`src/hw/rtl/rsk_pkg.sv`:
```
// Shared types, constants and command codes for the small RSA key unit.
`default_nettype none
package rsk_pkg;
   localparam int PRIME_BITS_DEF = 8;
   localparam int FIELD_W        = 16;
   localparam int STATUS_W       = 3;

   localparam logic [STATUS_W-1:0] ST_OK        = 3'd0;
   localparam logic [STATUS_W-1:0] ST_NOT_PRIME = 3'd1;
   localparam logic [STATUS_W-1:0] ST_BAD_EXP   = 3'd2;
   localparam logic [STATUS_W-1:0] ST_NO_INV    = 3'd3;
   localparam logic [STATUS_W-1:0] ST_MSG_BIG   = 3'd4;

   typedef enum logic [4:0] {
      CMD_NONE, CMD_LOAD, CMD_K_RESET, CMD_PRIME_DIV, CMD_K_INC, CMD_SETUP,
      CMD_EU_DIV, CMD_EU_MUL, CMD_EU_UPD, CMD_KEY, CMD_POW_INIT, CMD_SQ,
      CMD_MUL, CMD_ACC, CMD_BIT_DEC, CMD_POW_END, CMD_STATUS, CMD_OUT
   } cmd_op_type;

   typedef enum logic {AR_DIV, AR_MULMOD} arith_op_type;

   typedef struct packed {
      cmd_op_type          op;
      logic                sel;
      logic [STATUS_W-1:0] code;
   } cmd_type;

   typedef struct packed {
      logic arith_done;
      logic rem_zero;
      logic kk_gt;
      logic v_small;
      logic p_eq_q;
      logic e_bad;
      logic r1_zero;
      logic r0_one;
      logic d_zero;
      logic m_big;
      logic exp_bit;
      logic bit_last;
   } stat_type;

   // working width: holds n and phi, never below the 16-bit fields
   function automatic int data_width(input int pb);
      return (2 * pb > FIELD_W) ? 2 * pb : FIELD_W;
   endfunction
endpackage
`default_nettype wire

```
`src/hw/rtl/rsk_channels.sv`:
```
// Request and response channel interfaces.
`default_nettype none
interface rsk_req_if
   import rsk_pkg::*;
#(parameter int PRIME_BITS = PRIME_BITS_DEF);
   logic                  valid;
   logic                  ready;
   logic [PRIME_BITS-1:0] prime_p;
   logic [PRIME_BITS-1:0] prime_q;
   logic [FIELD_W-1:0]    public_exp;
   logic [FIELD_W-1:0]    message;
   modport source (output valid, prime_p, prime_q, public_exp, message, input ready);
   modport sink   (input valid, prime_p, prime_q, public_exp, message, output ready);
endinterface

interface rsk_rsp_if
   import rsk_pkg::*;
();
   logic                valid;
   logic                ready;
   logic [STATUS_W-1:0] status;
   logic [FIELD_W-1:0]  modulus;
   logic [FIELD_W-1:0]  private_exp;
   logic [FIELD_W-1:0]  cipher_value;
   logic [FIELD_W-1:0]  plain_again;
   modport source (output valid, status, modulus, private_exp, cipher_value, plain_again,
                   input ready);
   modport sink   (input valid, status, modulus, private_exp, cipher_value, plain_again,
                   output ready);
endinterface
`default_nettype wire

```
`src/hw/rtl/rsa_small_keygen_and_crypt_unit.sv`:
```
// Top level of the small textbook RSA key check and round-trip unit.
// One item at a time: the request is taken only while the unit is idle, and the
// finished item sits in an output register so the next request can start while
// it waits. Latency depends on the data and is set by a single bit-serial
// divider/modular multiplier of DW = max(2*PRIME_BITS,16) bits: trial division
// up to about sqrt(p)+sqrt(q) uses, two uses per Euclid step, and up to 2*DW
// uses for each of the two exponentiations. Rejected items finish far sooner.
`default_nettype none
module rsa_small_keygen_and_crypt_unit
   import rsk_pkg::*;
#(parameter int PRIME_BITS = PRIME_BITS_DEF) (
   input wire logic clock,
   input wire logic reset,
   rsk_req_if.sink  req_chan,
   rsk_rsp_if.source rsp_chan
);
   cmd_type  cmd;
   stat_type stat;
   logic     ready_w, valid_w;

   rsk_ctrl u_ctrl (
      .clock     (clock),
      .reset     (reset),
      .req_valid (req_chan.valid),
      .req_ready (ready_w),
      .rsp_valid (valid_w),
      .rsp_ready (rsp_chan.ready),
      .stat      (stat),
      .cmd       (cmd)
   );

   rsk_datapath #(.PRIME_BITS(PRIME_BITS)) u_datapath (
      .clock           (clock),
      .reset           (reset),
      .cmd             (cmd),
      .stat            (stat),
      .in_p            (req_chan.prime_p),
      .in_q            (req_chan.prime_q),
      .in_e            (req_chan.public_exp),
      .in_m            (req_chan.message),
      .out_status      (rsp_chan.status),
      .out_modulus     (rsp_chan.modulus),
      .out_private_exp (rsp_chan.private_exp),
      .out_cipher      (rsp_chan.cipher_value),
      .out_plain       (rsp_chan.plain_again)
   );

   assign req_chan.ready = ready_w;
   assign rsp_chan.valid = valid_w;
endmodule
`default_nettype wire

```
`src/hw/rtl/rsk_arith.sv`:
```
// Bit-serial divider and modular multiplier, one bit per cycle.
`default_nettype none
module rsk_arith
   import rsk_pkg::*;
#(parameter int DW = FIELD_W) (
   input  wire logic          clock,
   input  wire logic          reset,
   input  wire logic          start,
   input  arith_op_type       op,
   input  wire logic [DW-1:0] x,
   input  wire logic [DW-1:0] y,
   input  wire logic [DW-1:0] m,
   output logic               done,
   output logic [DW-1:0]      quo,
   output logic [DW-1:0]      rem
);
   localparam int CW = $clog2(DW);

   logic          busy_ff, busy_in, done_ff, done_in;
   logic [CW-1:0] cnt_ff, cnt_in;
   arith_op_type  op_ff;
   logic [DW-1:0] q_ff, q_in, r_ff, r_in, y_ff, m_ff;
   logic [DW:0]   sh, t1, t2;

   always_comb begin
      sh = {r_ff, q_ff[DW-1]};
      t1 = {r_ff, 1'b0};
      if (t1 >= {1'b0, m_ff}) t1 = t1 - {1'b0, m_ff};
      t2 = t1 + (q_ff[DW-1] ? {1'b0, y_ff} : '0);
      if (t2 >= {1'b0, m_ff}) t2 = t2 - {1'b0, m_ff};
      if (op_ff == AR_DIV) begin
         if (sh >= {1'b0, y_ff}) begin
            r_in = DW'(sh - {1'b0, y_ff});
            q_in = {q_ff[DW-2:0], 1'b1};
         end else begin
            r_in = sh[DW-1:0];
            q_in = {q_ff[DW-2:0], 1'b0};
         end
      end else begin
         r_in = t2[DW-1:0];
         q_in = {q_ff[DW-2:0], 1'b0};
      end
      busy_in = busy_ff;
      cnt_in  = cnt_ff;
      done_in = 1'b0;
      if (start) begin
         busy_in = 1'b1;
         cnt_in  = CW'(DW - 1);
      end else if (busy_ff) begin
         cnt_in = cnt_ff - 1'b1;
         if (cnt_ff == '0) begin
            busy_in = 1'b0;
            done_in = 1'b1;
         end
      end
   end

   always_ff @(posedge clock) begin
      if (reset) begin
         busy_ff <= 1'b0;
         done_ff <= 1'b0;
         cnt_ff  <= '0;
      end else begin
         busy_ff <= busy_in;
         done_ff <= done_in;
         cnt_ff  <= cnt_in;
      end
   end

   always_ff @(posedge clock) begin
      if (start) begin
         op_ff <= op;
         q_ff  <= x;
         r_ff  <= '0;
         y_ff  <= y;
         m_ff  <= m;
      end else if (busy_ff) begin
         q_ff <= q_in;
         r_ff <= r_in;
      end
   end

   assign done = done_ff;
   assign quo  = q_ff;
   assign rem  = r_ff;
endmodule
`default_nettype wire

```
`src/hw/rtl/rsk_datapath.sv`:
```
// Key, Euclid and exponentiation registers around the shared arithmetic unit.
`default_nettype none
module rsk_datapath
   import rsk_pkg::*;
#(parameter int PRIME_BITS = PRIME_BITS_DEF) (
   input  wire logic                  clock,
   input  wire logic                  reset,
   input  cmd_type                    cmd,
   output stat_type                   stat,
   input  wire logic [PRIME_BITS-1:0] in_p,
   input  wire logic [PRIME_BITS-1:0] in_q,
   input  wire logic [FIELD_W-1:0]    in_e,
   input  wire logic [FIELD_W-1:0]    in_m,
   output logic [STATUS_W-1:0]        out_status,
   output logic [FIELD_W-1:0]         out_modulus,
   output logic [FIELD_W-1:0]         out_private_exp,
   output logic [FIELD_W-1:0]         out_cipher,
   output logic [FIELD_W-1:0]         out_plain
);
   localparam int PB = PRIME_BITS;
   localparam int DW = data_width(PRIME_BITS);
   localparam int CW = $clog2(DW);

   logic [PB-1:0]       p_ff, q_ff, k_ff, v;
   logic [FIELD_W-1:0]  e_ff, m_ff;
   logic [DW-1:0]       n_ff, phi_ff, r0_ff, r1_ff, t0_ff, t1_ff, rt_ff, d_ff;
   logic [DW-1:0]       acc_ff, base_ff, exp_ff, c_ff, back_ff;
   logic [CW-1:0]       idx_ff;
   logic [STATUS_W-1:0] status_ff;
   logic [2*PB-1:0]     kk;

   logic          ar_start, ar_done;
   arith_op_type  ar_op;
   logic [DW-1:0] ar_x, ar_y, ar_m, ar_quo, ar_rem;

   assign v  = cmd.sel ? q_ff : p_ff;
   assign kk = (2*PB)'(k_ff) * (2*PB)'(k_ff);

   always_comb begin
      ar_start = 1'b1;
      ar_op    = AR_MULMOD;
      ar_x     = acc_ff;
      ar_y     = acc_ff;
      ar_m     = n_ff;
      case (cmd.op)
         CMD_PRIME_DIV: begin
            ar_op = AR_DIV;
            ar_x  = DW'(v);
            ar_y  = DW'(k_ff);
         end
         CMD_EU_DIV: begin
            ar_op = AR_DIV;
            ar_x  = r0_ff;
            ar_y  = r1_ff;
         end
         CMD_EU_MUL: begin
            ar_x = ar_quo;
            ar_y = t1_ff;
            ar_m = phi_ff;
         end
         CMD_SQ: ;
         CMD_MUL: ar_y = base_ff;
         default: ar_start = 1'b0;
      endcase
   end

   rsk_arith #(.DW(DW)) u_arith (
      .clock (clock),
      .reset (reset),
      .start (ar_start),
      .op    (ar_op),
      .x     (ar_x),
      .y     (ar_y),
      .m     (ar_m),
      .done  (ar_done),
      .quo   (ar_quo),
      .rem   (ar_rem)
   );

   always_ff @(posedge clock) begin
      case (cmd.op)
         CMD_LOAD: begin
            p_ff      <= in_p;
            q_ff      <= in_q;
            e_ff      <= in_e;
            m_ff      <= in_m;
            k_ff      <= PB'(2);
            n_ff      <= '0;
            d_ff      <= '0;
            c_ff      <= '0;
            back_ff   <= '0;
            status_ff <= ST_OK;
         end
         CMD_K_RESET: k_ff <= PB'(2);
         CMD_K_INC:   k_ff <= k_ff + 1'b1;
         CMD_SETUP: begin
            n_ff   <= DW'((2*PB)'(p_ff) * (2*PB)'(q_ff));
            phi_ff <= DW'((2*PB)'(p_ff - 1'b1) * (2*PB)'(q_ff - 1'b1));
            r0_ff  <= DW'((2*PB)'(p_ff - 1'b1) * (2*PB)'(q_ff - 1'b1));
            r1_ff  <= DW'(e_ff);
            t0_ff  <= '0;
            t1_ff  <= DW'(1);
         end
         CMD_EU_MUL: rt_ff <= ar_rem;
         CMD_EU_UPD: begin
            r0_ff <= r1_ff;
            r1_ff <= rt_ff;
            t0_ff <= t1_ff;
            t1_ff <= (t0_ff >= ar_rem) ? t0_ff - ar_rem : t0_ff + (phi_ff - ar_rem);
         end
         CMD_KEY: d_ff <= t0_ff;
         CMD_POW_INIT: begin
            acc_ff  <= DW'(1);
            base_ff <= cmd.sel ? c_ff : DW'(m_ff);
            exp_ff  <= cmd.sel ? d_ff : DW'(e_ff);
            idx_ff  <= CW'(DW - 1);
         end
         CMD_ACC:     acc_ff <= ar_rem;
         CMD_BIT_DEC: idx_ff <= idx_ff - 1'b1;
         CMD_POW_END: begin
            if (cmd.sel) back_ff <= acc_ff;
            else         c_ff    <= acc_ff;
         end
         CMD_STATUS: status_ff <= cmd.code;
         CMD_OUT: begin
            out_status      <= status_ff;
            out_modulus     <= n_ff[FIELD_W-1:0];
            out_private_exp <= d_ff[FIELD_W-1:0];
            out_cipher      <= c_ff[FIELD_W-1:0];
            out_plain       <= back_ff[FIELD_W-1:0];
         end
         default: ;
      endcase
   end

   always_comb begin
      stat.arith_done = ar_done;
      stat.rem_zero   = (ar_rem == '0);
      stat.kk_gt      = (kk > (2*PB)'(v));
      stat.v_small    = (v < PB'(2));
      stat.p_eq_q     = (p_ff == q_ff);
      stat.e_bad      = (e_ff <= FIELD_W'(1)) || (DW'(e_ff) >= phi_ff);
      stat.r1_zero    = (r1_ff == '0);
      stat.r0_one     = (r0_ff == DW'(1));
      stat.d_zero     = (d_ff == '0);
      stat.m_big      = (DW'(m_ff) >= n_ff);
      stat.exp_bit    = exp_ff[idx_ff];
      stat.bit_last   = (idx_ff == '0);
   end
endmodule
`default_nettype wire

```
`src/hw/rtl/rsk_ctrl.sv`:
```
// Sequencer: prime checks, Euclid, two exponentiations, response handshake.
`default_nettype none
module rsk_ctrl
   import rsk_pkg::*;
(
   input  wire logic clock,
   input  wire logic reset,
   input  wire logic req_valid,
   output logic      req_ready,
   output logic      rsp_valid,
   input  wire logic rsp_ready,
   input  stat_type  stat,
   output cmd_type   cmd
);
   typedef enum logic [16:0] {
      S_IDLE    = 17'h00001, S_P_CHK   = 17'h00002, S_P_WAIT  = 17'h00004,
      S_SETUP   = 17'h00008, S_E_CHK   = 17'h00010, S_EU_TEST = 17'h00020,
      S_EU_DIVW = 17'h00040, S_EU_MULW = 17'h00080, S_D_CHK   = 17'h00100,
      S_PW_SQ   = 17'h00200, S_PW_SQW  = 17'h00400, S_PW_BIT  = 17'h00800,
      S_PW_MULW = 17'h01000, S_PW_NEXT = 17'h02000, S_PW_END  = 17'h04000,
      S_PW_RST  = 17'h08000, S_FIN     = 17'h10000
   } state_type;

   state_type state_ff, state_in;
   logic      sel_ff, sel_in, rsp_valid_ff, rsp_valid_in;

   assign req_ready = (state_ff == S_IDLE);
   assign rsp_valid = rsp_valid_ff;

   always_comb begin
      state_in     = state_ff;
      sel_in       = sel_ff;
      rsp_valid_in = rsp_valid_ff && !rsp_ready;
      cmd.op       = CMD_NONE;
      cmd.sel      = sel_ff;
      cmd.code     = ST_OK;
      case (state_ff)
         S_IDLE: if (req_valid) begin
            cmd.op   = CMD_LOAD;
            sel_in   = 1'b0;
            state_in = S_P_CHK;
         end
         S_P_CHK: begin
            if (stat.v_small) begin
               cmd.op   = CMD_STATUS;
               cmd.code = ST_NOT_PRIME;
               state_in = S_FIN;
            end else if (stat.kk_gt) begin
               if (!sel_ff) begin
                  cmd.op = CMD_K_RESET;
                  sel_in = 1'b1;
               end else if (stat.p_eq_q) begin
                  cmd.op   = CMD_STATUS;
                  cmd.code = ST_NOT_PRIME;
                  state_in = S_FIN;
               end else begin
                  state_in = S_SETUP;
               end
            end else begin
               cmd.op   = CMD_PRIME_DIV;
               state_in = S_P_WAIT;
            end
         end
         S_P_WAIT: if (stat.arith_done) begin
            if (stat.rem_zero) begin
               cmd.op   = CMD_STATUS;
               cmd.code = ST_NOT_PRIME;
               state_in = S_FIN;
            end else begin
               cmd.op   = CMD_K_INC;
               state_in = S_P_CHK;
            end
         end
         S_SETUP: begin
            cmd.op   = CMD_SETUP;
            state_in = S_E_CHK;
         end
         S_E_CHK: begin
            if (stat.e_bad) begin
               cmd.op   = CMD_STATUS;
               cmd.code = ST_BAD_EXP;
               state_in = S_FIN;
            end else begin
               state_in = S_EU_TEST;
            end
         end
         S_EU_TEST: begin
            if (!stat.r1_zero) begin
               cmd.op   = CMD_EU_DIV;
               state_in = S_EU_DIVW;
            end else if (!stat.r0_one) begin
               cmd.op   = CMD_STATUS;
               cmd.code = ST_BAD_EXP;
               state_in = S_FIN;
            end else begin
               cmd.op   = CMD_KEY;
               state_in = S_D_CHK;
            end
         end
         S_EU_DIVW: if (stat.arith_done) begin
            cmd.op   = CMD_EU_MUL;
            state_in = S_EU_MULW;
         end
         S_EU_MULW: if (stat.arith_done) begin
            cmd.op   = CMD_EU_UPD;
            state_in = S_EU_TEST;
         end
         S_D_CHK: begin
            if (stat.d_zero) begin
               cmd.op   = CMD_STATUS;
               cmd.code = ST_NO_INV;
               state_in = S_FIN;
            end else if (stat.m_big) begin
               cmd.op   = CMD_STATUS;
               cmd.code = ST_MSG_BIG;
               state_in = S_FIN;
            end else begin
               cmd.op   = CMD_POW_INIT;
               cmd.sel  = 1'b0;
               sel_in   = 1'b0;
               state_in = S_PW_SQ;
            end
         end
         S_PW_SQ: begin
            cmd.op   = CMD_SQ;
            state_in = S_PW_SQW;
         end
         S_PW_SQW: if (stat.arith_done) begin
            cmd.op   = CMD_ACC;
            state_in = S_PW_BIT;
         end
         S_PW_BIT: begin
            if (stat.exp_bit) begin
               cmd.op   = CMD_MUL;
               state_in = S_PW_MULW;
            end else begin
               state_in = S_PW_NEXT;
            end
         end
         S_PW_MULW: if (stat.arith_done) begin
            cmd.op   = CMD_ACC;
            state_in = S_PW_NEXT;
         end
         S_PW_NEXT: begin
            if (stat.bit_last) begin
               state_in = S_PW_END;
            end else begin
               cmd.op   = CMD_BIT_DEC;
               state_in = S_PW_SQ;
            end
         end
         S_PW_END: begin
            cmd.op   = CMD_POW_END;
            state_in = sel_ff ? S_FIN : S_PW_RST;
         end
         S_PW_RST: begin
            cmd.op   = CMD_POW_INIT;
            cmd.sel  = 1'b1;
            sel_in   = 1'b1;
            state_in = S_PW_SQ;
         end
         S_FIN: begin
            if (!rsp_valid_ff || rsp_ready) begin
               cmd.op       = CMD_OUT;
               rsp_valid_in = 1'b1;
               state_in     = S_IDLE;
            end
         end
         default: state_in = S_IDLE;
      endcase
   end

   // status starts at OK on LOAD and is overwritten only by a failed check
   always_ff @(posedge clock) begin
      if (reset) begin
         state_ff     <= S_IDLE;
         sel_ff       <= 1'b0;
         rsp_valid_ff <= 1'b0;
      end else begin
         state_ff     <= state_in;
         sel_ff       <= sel_in;
         rsp_valid_ff <= rsp_valid_in;
      end
   end
endmodule
`default_nettype wire

```
`src/flat_wrapper.sv`:
```
// flat-port wrapper written by rule: the top's interface ports become plain ports
module rsa_small_keygen_and_crypt_unit_flat import rsk_pkg::*;
#(parameter int PRIME_BITS = PRIME_BITS_DEF)
  (clock, reset, req_chan_valid, req_chan_prime_p, req_chan_prime_q, req_chan_public_exp, req_chan_message, req_chan_ready, rsp_chan_valid, rsp_chan_status, rsp_chan_modulus, rsp_chan_private_exp, rsp_chan_cipher_value, rsp_chan_plain_again, rsp_chan_ready);
  rsk_req_if #(.PRIME_BITS(PRIME_BITS)) req_chan_i ();
  rsk_rsp_if rsp_chan_i ();
  input wire logic clock;
  input wire logic reset;
  input wire logic [$bits(req_chan_i.valid)-1:0] req_chan_valid;
  input wire logic [$bits(req_chan_i.prime_p)-1:0] req_chan_prime_p;
  input wire logic [$bits(req_chan_i.prime_q)-1:0] req_chan_prime_q;
  input wire logic [$bits(req_chan_i.public_exp)-1:0] req_chan_public_exp;
  input wire logic [$bits(req_chan_i.message)-1:0] req_chan_message;
  output wire logic [$bits(req_chan_i.ready)-1:0] req_chan_ready;
  output wire logic [$bits(rsp_chan_i.valid)-1:0] rsp_chan_valid;
  output wire logic [$bits(rsp_chan_i.status)-1:0] rsp_chan_status;
  output wire logic [$bits(rsp_chan_i.modulus)-1:0] rsp_chan_modulus;
  output wire logic [$bits(rsp_chan_i.private_exp)-1:0] rsp_chan_private_exp;
  output wire logic [$bits(rsp_chan_i.cipher_value)-1:0] rsp_chan_cipher_value;
  output wire logic [$bits(rsp_chan_i.plain_again)-1:0] rsp_chan_plain_again;
  input wire logic [$bits(rsp_chan_i.ready)-1:0] rsp_chan_ready;
  assign req_chan_i.valid = req_chan_valid;
  assign req_chan_i.prime_p = req_chan_prime_p;
  assign req_chan_i.prime_q = req_chan_prime_q;
  assign req_chan_i.public_exp = req_chan_public_exp;
  assign req_chan_i.message = req_chan_message;
  assign req_chan_ready = req_chan_i.ready;
  assign rsp_chan_valid = rsp_chan_i.valid;
  assign rsp_chan_status = rsp_chan_i.status;
  assign rsp_chan_modulus = rsp_chan_i.modulus;
  assign rsp_chan_private_exp = rsp_chan_i.private_exp;
  assign rsp_chan_cipher_value = rsp_chan_i.cipher_value;
  assign rsp_chan_plain_again = rsp_chan_i.plain_again;
  assign rsp_chan_i.ready = rsp_chan_ready;
  rsa_small_keygen_and_crypt_unit #(.PRIME_BITS(PRIME_BITS)) u_core (.clock(clock), .reset(reset), .req_chan(req_chan_i), .rsp_chan(rsp_chan_i));
endmodule
```
`config.mk`:
```
export PLATFORM = sky130hd
export DESIGN_NAME = rsa_small_keygen_and_crypt_unit_flat
export DESIGN_NICKNAME = d
export VERILOG_FILES = /design/src/hw/rtl/rsk_pkg.sv /design/src/hw/rtl/rsk_channels.sv /design/src/hw/rtl/rsa_small_keygen_and_crypt_unit.sv /design/src/hw/rtl/rsk_arith.sv /design/src/hw/rtl/rsk_datapath.sv /design/src/hw/rtl/rsk_ctrl.sv /design/src/flat_wrapper.sv
export SDC_FILE = /design/constraint.sdc
export NUM_CORES = 1
export LEC_CHECK = 0
export BUFFER_PORTS_ARGS = -buffer_cell sky130_fd_sc_hd__buf_2
export CAP_MARGIN = 20
export CORE_ASPECT_RATIO = 1.25
export CORE_MARGIN = 2
export CORE_UTILIZATION = 37
export CTS_CLUSTER_SIZE = 30
export DETAILED_ROUTE_END_ITERATION = 10
export GPL_TIMING_DRIVEN = 1
export PLACE_DENSITY = 0.56
export RECOVER_POWER = 50
export SKIP_LAST_GASP = 1
export SLEW_MARGIN = 20
export SYNTH_ARGS = -nofsm -noshare
export SYNTH_HDL_FRONTEND = slang
export SYNTH_SLANG_ARGS = --single-unit
```
`constraint.sdc`:
```
create_clock -name clock -period 11.2 [get_ports clock]
set_clock_uncertainty 0.05 [all_clocks]
set_input_delay 2.24 -clock clock [delete_from_list [all_inputs] [get_ports clock]]
set_output_delay 2.24 -clock clock [all_outputs]
set_load 0.01 [all_outputs]
```
==> flow_metrics.env <==
export IMPL_worstHoldStart="u_core.u_datapath.back_ff[9]"
export IMPL_antenna_found_initial=4
export IMPL_fin_cells=4126
export IMPL_hpwl_um=76490
export IMPL_clock_path_buffers=3
export IMPL_ys_top_cells_by_area="edfxtp_1 (39%), ha_1 (10%), fa_1 (9.6%), inv_1 (4.2%), nand2_1 (3.6%)"
export IMPL_drtPass1Iterations=7
export IMPL_start_util_pct=37.14
export IMPL_grt_pass1_wl_um=146800
export IMPL_synthCells=2892
export IMPL_layout_min_cycle_time_ns=7.791
export IMPL_grt_pass1_vias=22850
export IMPL_drt_iter0_markers=1944
export IMPL_max_stage_delay_ns=0.91
export IMPL_vias=22600
export IMPL_top_register="u_core.u_ctrl.state_ff"
export IMPL_clk_latency_ns=0.62
export IMPL_drive_gt1_share_pct=7.760
export IMPL_rows=117
export IMPL_crit_buf_inv=2
export IMPL_synth_common_cells="edfxtp_1 (387), inv_1 (336), nand2_1 (286), ha_1 (249), nor2_1 (229)"
export IMPL_outcome="finished with violations"
export IMPL_syn_cell_area_um2=30120
export IMPL_crit_top_cell="nor2_1"
export IMPL_leakage_nw=13.66
export IMPL_syn_to_final_growth_pct=11.04
export IMPL_critPathMaxFanout=28
export IMPL_numCtsBuffers=49
export IMPL_crit_type="reg -> reg"
export IMPL_peakVddDrop_mv=0.2244
export IMPL_ys_ff_latch=428
export IMPL_r2r_start="u_core.u_datapath.u_arith.rem[8]"
export IMPL_fin_util_pct=41.24
export IMPL_relSlewSlack_pct=-177.1
export IMPL_yosys_warnings=0
export IMPL_yosysSeqAreaShare_pct=41.31
export IMPL_tightest_slew_ns=4.156
export IMPL_drcViolationCount=0
export IMPL_antenna_left=0
export IMPL_portBuffers=120
export IMPL_cap_violations=7
export IMPL_worstSetupEndpointType="register"
export IMPL_synth_top_area_share_pct=38.58
export IMPL_gp_congestion=0.9476
export IMPL_gr_total_overflow=0
export IMPL_fin_nets=3459
export IMPL_avgSynthCellArea_um2=10.41
export IMPL_crit_family="simple AND/OR/NAND/NOR gates"
export IMPL_synth_edf_count=387
export IMPL_cts_sinks=428
export IMPL_total_power_mw=8.594
export IMPL_whs_path_depth=0
export IMPL_required_ns=11.64
export IMPL_critPathArrivalTime_ns=8.23
export IMPL_core_um2=81100
export IMPL_finalHoldViolCount=0
export IMPL_dieWidth_um=259.2
export IMPL_setup_viol=0
export IMPL_ctsHtreeMaxLevel=2
export IMPL_clkTransAtPathRegs_ns=0.06
export IMPL_cp_slowest_cell="clkbuf_1"
export IMPL_post_synth_top_count_cell="edfxtp_1"
export IMPL_violations="max-capacitance violations, max-slew violations"
export IMPL_critPathLaunchType="register"
export IMPL_clock_fmax_ghz=0.1284
export IMPL_wl_um=98610
export IMPL_async_flop_share_pct=0
export IMPL_p_per_area_nw_per_um2=257.0
export IMPL_synth_main_ff_cell="edfxtp_1"
export IMPL_grt_max_degree=69
export IMPL_ctsRootBufferMaster="clkbuf_16"
export IMPL_cts_resized=0
export IMPL_finalCritPeriodShare_pct=69.56
export IMPL_fp_dieArea_um2=83710
export IMPL_num_io_pins=121
export IMPL_largest_reg_flops=17
export IMPL_pre_cts_ws_ns=3.691
export IMPL_timing_rr_end="u_core.u_datapath.u_arith.rem[11]"
export IMPL_rsz0062_at_grt="no"
export IMPL_setup_tns_ns=0
export IMPL_syn_nets=3337
export IMPL_fin_ws_ns=3.409
export IMPL_cts_setup_buffers=0
export IMPL_hold_buffers=0
export IMPL_cts_tree="built"
export IMPL_worst_r2r_path_depth=27
export IMPL_yosysTopAreaCell="edfxtp_1"
export IMPL_routedWlPerCell_um=23.90
export IMPL_fp_dieH_um=323.0
export IMPL_synthDistinctLibCells=84
export IMPL_whs_endpoint="u_core.u_datapath.out_plain[9]"
export IMPL_viasPerCell=5.478
export IMPL_dp_cells=4033
export IMPL_hold_class="reg -> reg"
export IMPL_slew_violations=235
export IMPL_ff2ff_setup_slack_ns=3.41
export IMPL_grtUsageTotal_pct=23.66
## power by group
part / switching [mW] / internal [mW]
clock network: 0.710 / 0.906
registers: 0.139 / 2.02
logic: 2.96 / 1.86
## placed cells by master (no fill, tap or decap), types with 12 or more instances in the layout
cell type	instances
edfxtp_1	387
a21o_1	40
buf_4	16
nand2b_1	40
clkinv_1	15
fa_1	144
or2_2	19
a21oi_1	129
o21bai_1	14
a222oi_1	16
xnor2_1	97
and3_1	30
and2_0	24
o21ai_0	109
o211ai_1	21
clkbuf_16	49
nand4_1	29
clkbuf_1	97
nor2_1	229
or3_1	14
dfxtp_1	41
nand3_1	25
a31oi_1	12
nor4_1	37
mux2i_1	30
and2_1	65
a211oi_1	17
mux2_2	48
a21boi_0	14
o31ai_1	16
nand2_1	284
nor2b_1	25
xor2_1	38
inv_1	334
buf_2	49
o21a_1	28
ha_1	249
nor3_1	50
## through the flow
stage                     cell area, um2  hold WS, ns
after floorplan                    30120       0.3503
after global placement             32050       0.3531
after detailed placement           32060       0.3556
after CTS                          33650       0.3696
after global routing               33440       0.3771
final                              33440       0.3710
## area by class of cell
class / instances / area [um2]
clock buffers: 55 / 1249
well taps: 1071 / 1340
clock inverters: 36 / 346.6
fillers: 8127 / 47660
inverters: 340 / 1276
multi-input cells: 2037 / 16060
diodes: 1 / 2.502
repair buffers: 158 / 730.7
flip-flops and latches: 428 / 12440
## kinds of logic (layout without fill, tap and decap cells)
logic type	Yosys count	count (layout)	share of synthesized area, %
AO/OA/AOI/OAI	496	496	10.97
XOR/XNOR	135	135	3.926
adder cells (fa/ha/maj)	393	393	19.92
buffers and inverters	427	589	5.367
flip-flops	428	428	41.31
multiplexers	83	83	3.166
other	0	1	0
AND/OR/NAND/NOR	930	930	15.35
## worst max-delay path by stage
stage,end,slack (ns),depth (start not counted),from
finish,u_core.u_datapath.u_arith.rem[11],3.41,27,u_core.u_datapath.u_arith.rem[8]
global route,u_core.u_datapath.u_arith.rem[11],2.85,25,u_core.u_datapath.u_arith.rem[8]
CTS,u_core.u_datapath.r0_ff[15],3.67,23,u_core.u_datapath.q_ff[0]
detailed placement,u_core.u_datapath.r0_ff[15],3.69,23,u_core.u_datapath.q_ff[0]
global placement,u_core.u_datapath.r0_ff[15],3.76,21,u_core.u_datapath.q_ff[2]
floorplan,u_core.u_datapath.acc_ff[0],2.98,19,u_core.u_datapath.k_ff[5]
## metal layers
layer / GRT usage (%) / vias to the layer above / part of all wire (%)
li1: - / 10430 / -
met1: 28.95 / 11100 / 39
met2: 40.52 / 818 / 49
met3: 3.832 / 253 / 6.6
met4: 11.58 / 4 / 5.7
met5: 0 / - / 0.063
Note: power is estimated with default switching activity, not from simulation.
